`config.mk`:
```
export PLATFORM = sky130hd
export DESIGN_NAME = binary_to_seven_segment_display
export DESIGN_NICKNAME = d
export VERILOG_FILES = /design/src/rtl/core/b2ss_pkg.sv /design/src/rtl/core/b2ss_clamp.sv /design/src/rtl/core/b2ss_dabble.sv /design/src/rtl/core/b2ss_glyph.sv /design/src/rtl/core/binary_to_seven_segment_display.sv
export SDC_FILE = /design/constraint.sdc
export NUM_CORES = 1
export LEC_CHECK = 0
export BUFFER_PORTS_ARGS = -buffer_cell sky130_fd_sc_hd__buf_2
export CORE_MARGIN = 5
export CORE_UTILIZATION = 45
export CTS_CLUSTER_SIZE = 16
export DETAILED_ROUTE_END_ITERATION = 16
export PLACE_DENSITY = 0.64
export REMOVE_ABC_BUFFERS = 1
export SETUP_SLACK_MARGIN = 0.1
export SYNTH_ARGS = -nofsm -noshare
export SYNTH_HDL_FRONTEND = slang
export SYNTH_SLANG_ARGS = --single-unit
export TNS_END_PERCENT = 20
```
`constraint.sdc`:
```
create_clock -name clock -period 5.92 [get_ports clock]
set_clock_uncertainty 0.05 [all_clocks]
set_input_delay 0.592 -clock clock [delete_from_list [all_inputs] [get_ports clock]]
set_output_delay 0.592 -clock clock [all_outputs]
set_load 0.01 [all_outputs]
```
`src/rtl/core/b2ss_pkg.sv`:
```
// shared types, constants and functions of the binary to seven-segment pipeline
// no dependencies
package b2ss_pkg;

   localparam logic [15:0] MaxShown      = 16'd9999;
   localparam logic [7:0]  PointBit      = 8'h80;
   localparam int          StepsPerStage = 4;
   localparam int          DabbleStages  = 4;

   // work word of the double dabble: bcd digits in [31:16], binary left in [15:0]
   typedef struct packed {
      logic [31:0] acc;
      logic        point;
   } work_type;

   // glyph of one hex digit, segments a..g in bits 0..6
   function automatic logic [7:0] glyph(input logic [3:0] digit);
      logic [7:0] seg;
      case (digit)
         4'h0:    seg = 8'h3F;
         4'h1:    seg = 8'h06;
         4'h2:    seg = 8'h5B;
         4'h3:    seg = 8'h4F;
         4'h4:    seg = 8'h66;
         4'h5:    seg = 8'h6D;
         4'h6:    seg = 8'h7D;
         4'h7:    seg = 8'h07;
         4'h8:    seg = 8'h7F;
         4'h9:    seg = 8'h6F;
         4'hA:    seg = 8'h5F;
         4'hB:    seg = 8'h7C;
         4'hC:    seg = 8'h58;
         4'hD:    seg = 8'h5E;
         4'hE:    seg = 8'h7B;
         default: seg = 8'h71;
      endcase
      return seg;
   endfunction

   // one shift-and-add-3 step: correct each bcd digit, then shift left
   function automatic logic [31:0] dabble_step(input logic [31:0] acc);
      logic [31:0] adj;
      adj = acc;
      for (int j = 0; j < 4; j++) begin
         if (adj[16 + 4*j +: 4] >= 4'd5) begin
            adj[16 + 4*j +: 4] = adj[16 + 4*j +: 4] + 4'd3;
         end
      end
      return {adj[30:0], 1'b0};
   endfunction

endpackage

```
`src/rtl/core/b2ss_clamp.sv`:
```
// first stage: saturates the signed input to 0..9999 and loads the work word
// depends on b2ss_pkg
module b2ss_clamp (
   input  logic               clock,
   input  logic               reset,
   input  logic               up_valid,
   output logic               up_ready,
   input  logic [15:0]        up_value,
   input  logic               up_point,
   output logic               dn_valid,
   input  logic               dn_ready,
   output b2ss_pkg::work_type dn_work
);

   logic               valid_ff;
   logic               valid_in;
   b2ss_pkg::work_type work_ff;
   b2ss_pkg::work_type work_in;
   logic [15:0]        mag;

   assign up_ready = !valid_ff || dn_ready;
   assign valid_in = up_ready ? up_valid : valid_ff;

   // negative values read as large unsigned numbers and saturate too
   always_comb begin
      if (up_value[15] || (up_value > b2ss_pkg::MaxShown)) begin
         mag = b2ss_pkg::MaxShown;
      end else begin
         mag = up_value;
      end
      work_in.acc   = {16'd0, mag};
      work_in.point = up_point;
   end

   always_ff @(posedge clock) begin
      if (reset) begin
         valid_ff <= 1'b0;
      end else begin
         valid_ff <= valid_in;
      end
   end

   always_ff @(posedge clock) begin
      if (up_ready && up_valid) begin
         work_ff <= work_in;
      end
   end

   assign dn_valid = valid_ff;
   assign dn_work  = work_ff;

endmodule

```
`src/rtl/core/b2ss_dabble.sv`:
```
// one pipeline stage of the binary to bcd conversion, four shift-and-add-3 steps
// depends on b2ss_pkg
module b2ss_dabble (
   input  logic               clock,
   input  logic               reset,
   input  logic               up_valid,
   output logic               up_ready,
   input  b2ss_pkg::work_type up_work,
   output logic               dn_valid,
   input  logic               dn_ready,
   output b2ss_pkg::work_type dn_work
);

   logic               valid_ff;
   logic               valid_in;
   b2ss_pkg::work_type work_ff;
   b2ss_pkg::work_type work_in;

   assign up_ready = !valid_ff || dn_ready;
   assign valid_in = up_ready ? up_valid : valid_ff;

   always_comb begin
      logic [31:0] acc;
      acc = up_work.acc;
      for (int i = 0; i < b2ss_pkg::StepsPerStage; i++) begin
         acc = b2ss_pkg::dabble_step(acc);
      end
      work_in.acc   = acc;
      work_in.point = up_work.point;
   end

   always_ff @(posedge clock) begin
      if (reset) begin
         valid_ff <= 1'b0;
      end else begin
         valid_ff <= valid_in;
      end
   end

   always_ff @(posedge clock) begin
      if (up_ready && up_valid) begin
         work_ff <= work_in;
      end
   end

   assign dn_valid = valid_ff;
   assign dn_work  = work_ff;

endmodule

```
`src/rtl/core/b2ss_glyph.sv`:
```
// last stage: maps the four bcd digits to segment bytes, holds the response
// depends on b2ss_pkg
module b2ss_glyph (
   input  logic               clock,
   input  logic               reset,
   input  logic               up_valid,
   output logic               up_ready,
   input  b2ss_pkg::work_type up_work,
   output logic               dn_valid,
   input  logic               dn_ready,
   output logic [31:0]        dn_segments
);

   logic        valid_ff;
   logic        valid_in;
   logic [31:0] seg_ff;
   logic [31:0] seg_in;

   assign up_ready = !valid_ff || dn_ready;
   assign valid_in = up_ready ? up_valid : valid_ff;

   // thousands in the lowest byte, point on the hundreds digit
   always_comb begin
      seg_in[7:0]   = b2ss_pkg::glyph(up_work.acc[31:28]);
      seg_in[15:8]  = b2ss_pkg::glyph(up_work.acc[27:24])
                      | (up_work.point ? b2ss_pkg::PointBit : 8'h00);
      seg_in[23:16] = b2ss_pkg::glyph(up_work.acc[23:20]);
      seg_in[31:24] = b2ss_pkg::glyph(up_work.acc[19:16]);
   end

   always_ff @(posedge clock) begin
      if (reset) begin
         valid_ff <= 1'b0;
      end else begin
         valid_ff <= valid_in;
      end
   end

   always_ff @(posedge clock) begin
      if (up_ready && up_valid) begin
         seg_ff <= seg_in;
      end
   end

   assign dn_valid    = valid_ff;
   assign dn_segments = seg_ff;

endmodule

```
`src/rtl/core/binary_to_seven_segment_display.sv`:
```
// Four-digit seven-segment encoder for a signed 16-bit value.
// Request channel (req_): tdata carries value in bits 15:0 and point_on in
// bit 16; a request is taken on a rising edge with req_tvalid and req_tready.
// Response channel (rsp_): tdata carries the four segment bytes, thousands
// digit in bits 7:0, then hundreds, tens and units; bit 7 of each byte is the
// decimal point, lit only on the hundreds digit when point_on was set.
// Values that are negative or above 9999 are shown as 9999; leading zeros show.
// Path: a request taken on an edge passes through six register stages in turn:
// clamp, four conversion stages of four shift-and-add-3 steps each, and the
// glyph output stage, which drives rsp_tvalid. Throughput: one request per
// cycle while rsp_tready is high, set by the six-stage register pipeline, each
// stage taking a new request as soon as the one ahead has room.
// Stall: while rsp_tready is low the held response stays unchanged and the
// pipeline fills; req_tready falls once every stage holds a request, and
// nothing is dropped or repeated.
// Reset (synchronous, active high) empties the pipeline; no clearing pass.
// depends on b2ss_pkg, b2ss_clamp, b2ss_dabble, b2ss_glyph
module binary_to_seven_segment_display (
   input  logic        clock,
   input  logic        reset,
   input  logic        req_tvalid,
   output logic        req_tready,
   input  logic [23:0] req_tdata,   // value[15:0], point_on[16], zero[23:17]
   output logic        rsp_tvalid,
   input  logic        rsp_tready,
   output logic [31:0] rsp_tdata    // thousands, hundreds, tens, units segments
);

   logic               stg_valid [0:b2ss_pkg::DabbleStages];
   logic               stg_ready [0:b2ss_pkg::DabbleStages];
   b2ss_pkg::work_type stg_work  [0:b2ss_pkg::DabbleStages];

   b2ss_clamp u_clamp (
      .clock    (clock),
      .reset    (reset),
      .up_valid (req_tvalid),
      .up_ready (req_tready),
      .up_value (req_tdata[15:0]),
      .up_point (req_tdata[16]),
      .dn_valid (stg_valid[0]),
      .dn_ready (stg_ready[0]),
      .dn_work  (stg_work[0])
   );

   for (genvar s = 0; s < b2ss_pkg::DabbleStages; s++) begin : g_dabble
      b2ss_dabble u_dabble (
         .clock    (clock),
         .reset    (reset),
         .up_valid (stg_valid[s]),
         .up_ready (stg_ready[s]),
         .up_work  (stg_work[s]),
         .dn_valid (stg_valid[s+1]),
         .dn_ready (stg_ready[s+1]),
         .dn_work  (stg_work[s+1])
      );
   end

   b2ss_glyph u_glyph (
      .clock       (clock),
      .reset       (reset),
      .up_valid    (stg_valid[b2ss_pkg::DabbleStages]),
      .up_ready    (stg_ready[b2ss_pkg::DabbleStages]),
      .up_work     (stg_work[b2ss_pkg::DabbleStages]),
      .dn_valid    (rsp_tvalid),
      .dn_ready    (rsp_tready),
      .dn_segments (rsp_tdata)
   );

endmodule

```
Yosys cells after proc, flatten, opt, wreduce, memory -nomap -nowiden. Memory sizes are Yosys's and may differ from the RTL's. A register that Yosys moved wholly into a read port is not among the register bits. Index checks and enable logic that the tools add are counted.

Bits of input ports: 28. Bits in writable memories: 0. Latch bits: 0. Bits in registers: 143. Memories kept: 4. ROM bits: 448. Output and inout bits: 34. Word-level logic and storage cells: 207.

Shifts and indexed selects: 0. Eq/ne operators: 0. Bitwise logic cells: 1. Reductions and logical operators: 19. Divide/modulo/power cells: 0. Muxes and demuxes: 56. $add $sub $neg: 54. $lt $le $gt $ge: 55. Multiply operators: 0.

Memories: (no name shown) (words 16, bits a word 7, rd ports 1, clocked after memory_dff 1, wr ports 0, line b2ss_pkg.sv:19) `case (digit)`; (no name shown) (words 16, bits a word 7, rd ports 1, clocked after memory_dff 1, wr ports 0, line b2ss_pkg.sv:19); (no name shown) (words 16, bits a word 7, rd ports 1, clocked after memory_dff 1, wr ports 0, line b2ss_pkg.sv:19); (no name shown) (words 16, bits a word 7, rd ports 1, clocked after memory_dff 1, wr ports 0, line b2ss_pkg.sv:19).

Operators by type and width (count): >= comparator 4 x 3 -> 1 bit (second input constant) (50); two-way mux 4 bit (42); adder 4 x 2 -> 4 bit (second input constant) (39); two-way mux 3 bit (12); adder 3 x 2 -> 3 bit (second input constant) (11); greater-than comparator 16 x 14 -> 1 bit (second input constant) (1); adder 1 x 2 -> 3 bit (second input constant) (3); >= comparator 1 x 3 -> 1 bit (second input constant) (3); two-way mux 8 bit (1); bitwise OR 8 bit (1); logical OR 1 bit (7); logical AND 1 bit (6); logical NOT 1 bit (6); adder 1 x 2 -> 3 bit (both inputs constant) (1); >= comparator 1 x 3 -> 1 bit (both inputs constant) (1); two-way mux 1 bit (1).

Depth between registers and ports, before layout.
Depth after elaboration: 9. Gate-level depth with buffers: 23. Gate-level depth less buffers: 23.

By module. From an unflattened synthesis, not the netlist that was laid out.

Cells, all modules: 1671. Area total of the unflattened synthesis: 14528.9 sq um.

Modules (own cells, without submodules): b2ss_dabble (times used 4, cells each 358, area each 2940.3 sq um); b2ss_glyph (times used 1, cells each 178, area each 1946.9 sq um); b2ss_clamp (times used 1, cells each 61, area each 820.8 sq um).

Least setup slack after synthesis. Ideal clock, no wire load.

Path kind: register to register. Start point: register g_dabble[2].u_dabble.work_ff, in the netlist g_dabble[2].u_dabble.dn_work[25]. End point: register, netlist name u_glyph.seg_in[11]. Arrival time: 4502 ps. Setup time: 123 ps. Slack: 1245 ps. Cell stages (with the launch flop): 24. Buffers on the path: 0. Required time: 5747 ps. Cells stage by stage: edfxtp_1 inv_1 ha_1 and2b_1 o21ai_2 nor2_1 inv_1 ha_1 nand3b_1 o21bai_1 a21oi_4 ha_1 a211oi_1 o221ai_1 nand2_1 ha_1 o21ai_0 a2bb2oi_1 a21o_1 inv_1 ha_1 inv_1 mux2_1 mux2_1.

RTL lines: from (decl) (line b2ss_dabble.sv:16) `b2ss_pkg::work_type work_ff;`; from (signal assigned) (line b2ss_dabble.sv:42) `work_ff <= work_in;`.

==> run metrics <==
# setup viols final 0; number of standard-cell rows in the floorplan 51; Placer Congestion 0.843; Total Nets Final 1059; Gates resized, CTS repair 0; initial standard-cell utilization of the core 45.9%; area of the core 19500 um^2; maximum number of pins on one net before global-route repair 30; Synth cell types 79; Hold/Removal Path Class input port to flip-flop; setup TNS 0 ns; DR vias/cell between 5 and 6; PD cells 267 nW/um^2; endpoint of the worst-slack reg-to-reg timing path u_glyph.seg_in[11]; CTS root buf sky130_fd_sc_hd__clkbuf_16; actual transition at the worst max-transition pin ~1.1 ns; achievable frequency 0.192 GHz; path type of the worst setup path flip-flop to flip-flop; Final Hold Slack 0.296 ns; final max-slew violation count 0; count of boundary I/O pins 62; chain of cells forming the critical path inv_1, ha_1, and2b_1, o21ai_2, nor2_1, inv_1, ha_1, nand3b_1, o21bai_1, a21oi_4, ha_1, a211oi_1, o221ai_1, nand2_1, ha_1, o21ai_0, a2bb2oi_1, a21o_1, inv_1, ha_1, inv_1, mux2_1, mux2_1; vias in the first global route 5659; element type at the critical path end flip-flop; total wire length after detailed routing 13900 um; buffers inserted by post-CTS timing repair 0; half-perimeter wire length after detailed placement 10400 um; crit-path max FO 8; post-route antenna net violation count 0; clock buffer count from CTS 17; Port Buf Inserts 51; endpoint of the most critical setup path u_glyph.seg_in[11]; endpoint arrival time on the critical path 5.46 ns; global route total overflow 0; Die Width 151 um; clock-pin slew on the worst setup and hold paths ~0.06 ns; most common cell in the synthesized netlist sky130_fd_sc_hd__edfxtp_1; required time of the critical path 6.16 ns; highest ir drop seen on vdd 213 uV; number of antenna violations at the first check in global routing 0; ranking of synthesized cells by area sky130_fd_sc_hd__edfxtp_1 40%, sky130_fd_sc_hd__ha_1 12%, sky130_fd_sc_hd__mux2i_1 3.9%; result of the run finished clean; number of enable flip-flop cells after synthesis 120; final period demand of the worst path 5.22 ns; Synth-to-Final Area Change 12.2%; Most used DFF post-synth sky130_fd_sc_hd__edfxtp_1; cell seen most often among critical-path stages sky130_fd_sc_hd__ha_1; global-route wire length before repair roughly 24000 um; slowest stage cell, crit path sky130_fd_sc_hd__edfxtp_1; worst r2r src g_dabble[2].u_dabble.dn_work[25]; GRT Overall Usage between 10% and 20%; Clock Sinks between 100 and 150; final clock period utilization by the worst path 88.2%; Synth area leader sky130_fd_sc_hd__edfxtp_1; Worst-Skew Late Latency roughly 0.42 ns; max incr delay on CP 0.49 ns; P_leak 4.14 nW; most numerous cell types in the synthesized netlist 120 x sky130_fd_sc_hd__edfxtp_1, 87 x sky130_fd_sc_hd__ha_1, 85 x sky130_fd_sc_hd__nand2_1; Synthesis Warnings 0; max-capacitance violation count 0; top-area cell type share of the netlist area between 40% and 50%; sequential cell area fraction in the yosys report 43.1%; post-synthesis instance area 8960 um^2; TritonCTS clock tree built; DRT Pass-1 Iters 4; mean post-synth cell area 10.1 um^2; ys async rst share 0%; worst-case clock buffer depth 2; slack of the worst reg-to-reg path 0.70 ns; max_slew headroom 26.4%; depth of the CTS H-tree 4; post-synthesis register bit count 133; ratio of cells with drive above 1 in the final layout between 10% and 20%; Synth Instances 891; die footprint around 23000 um^2; final total power 2.69 mW; Worst setup startpoint g_dabble[2].u_dabble.dn_work[25]; total number of vias 6224; number of hold-repair buffers added at the cts stage 0; Antenna diodes 0; Vert. Die Dim 151 um; final hold violation count 0; unrepaired setup endpoints after global routing false; drc violations 0; DRC marker count from the first detailed-route iteration between 200 and 250; number of cells on the worst reg-to-reg path 23; routed length per instance ~11 um; Worst Setup Start Kind flip-flop
-- sequential cells by signal, indices dropped and copies added (netlist names) --
register and cells:
g_dabble.u_dabble.dn_work 74, u_glyph.dn_segments 29, u_clamp.dn_work 17, u_glyph.seg_in 7
g_dabble.u_dabble.dn_valid 4, u_clamp.dn_valid 1, u_glyph.dn_valid 1
-- area by class of cell --
| cell class | instances | area, um^2 |
|---|---|---|
| Tap cell | 265 | 332 |
| Inverter | 72 | 270 |
| Clock buffer | 20 | 457 |
| Clock inverter | 12 | 131 |
| Sequential cell | 133 | 3860 |
| Fill cell | 1774 | 9470 |
| Timing Repair Buffer | 55 | 285 |
| Multi-Input combinational cell | 665 | 4720 |
-- metrics by stage --
step	std cells	util, %	cell area, um^2	setup WS (ns)
2_1_floorplan	870	-	8850	1.24
3_3_place_gp	1190	48.5	9470	0.804
3_5_place_dp	1190	48.5	9470	0.737
4_1_cts	1222	51.5	10100	0.695
5_1_grt	1222	51.5	10100	0.285
6_report	1222	51.5	10100	0.701
-- where the power goes --
part	internal, mW	leakage (nW)	switching [mW]	total (mW)
clock network	0.640	0.268	0.393	1.03
logic	0.243	2.66	0.309	0.552
registers	1.08	1.22	0.0206	1.10
-- worst min path at each step --
stage	start	endpoint	slack, ns	cells past startpoint
after floorplan	u_glyph.seg_in[10]	u_glyph.dn_segments[10]	0.34	0
after global placement	u_glyph.seg_in[14]	u_glyph.dn_segments[14]	0.34	0
after detailed placement	u_glyph.seg_in[14]	u_glyph.dn_segments[14]	0.34	0
after CTS	req_tdata[16]	u_clamp.dn_work[0]	0.28	1
after global routing	req_tdata[16]	u_clamp.dn_work[0]	0.28	1
final	req_tdata[16]	u_clamp.dn_work[0]	0.30	1
-- layer usage --
layer,GRT usage (%),share of wire (%)
met1,16.0,47
met2,22.1,48
met3,3.08,3.8
met4,4.85,1.3
met5,0,0
-- critical path: cells and delay by family, from the launching register on --
family,cells,cell delay [ns]
AOI/OAI and AO/OA,8,1.59
buffers and inverters,4,0.38
and+or+nand+nor,4,0.86
DFF,1,0.49
adders and majority gates,5,1.15
muxes,2,0.56
-- cells in the final DEF (no fill, tap or decap), drive strengths merged, types with 6 or more instances in the layout --
| master | netlist | final |
|---|---|---|
| nand2b | 34 | 34 |
| a21oi | 67 | 67 |
| nor2b | 13 | 13 |
| edfxtp | 120 | 120 |
| a21boi | 9 | 9 |
| nor3b | 8 | 8 |
| o21a | 7 | 7 |
| clkinvlp | 0 | 6 |
| nor2 | 51 | 51 |
| dfxtp | 13 | 13 |
| and2 | 9 | 9 |
| nor3 | 15 | 15 |
| a22oi | 8 | 8 |
| a31oi | 6 | 6 |
| nand3 | 11 | 11 |
| o211ai | 13 | 13 |
| nand2 | 85 | 85 |
| mux2i | 36 | 36 |
| clkbuf | 15 | 20 |
| xor2 | 6 | 6 |
| a211oi | 14 | 14 |
| mux2 | 7 | 7 |
| xnor2 | 24 | 24 |
| o21ai | 73 | 73 |
| ha | 87 | 87 |
| inv | 72 | 72 |
| buf | 10 | 55 |
| a21o | 11 | 11 |
-- cell families (layout without fill, tap and decap cells) --
family	after synthesis	count (layout)	share of synthesized area, %
compound gates	247	247	18.0
xor+xnor	30	30	2.93
fa+ha+maj	87	87	12.1
buf+inv	97	159	4.48
flops	133	133	43.1
mux	44	44	5.24
other cells	1	5	0.0418
simple gates	252	252	14.0
Note: power is estimated with default switching activity, not from simulation.
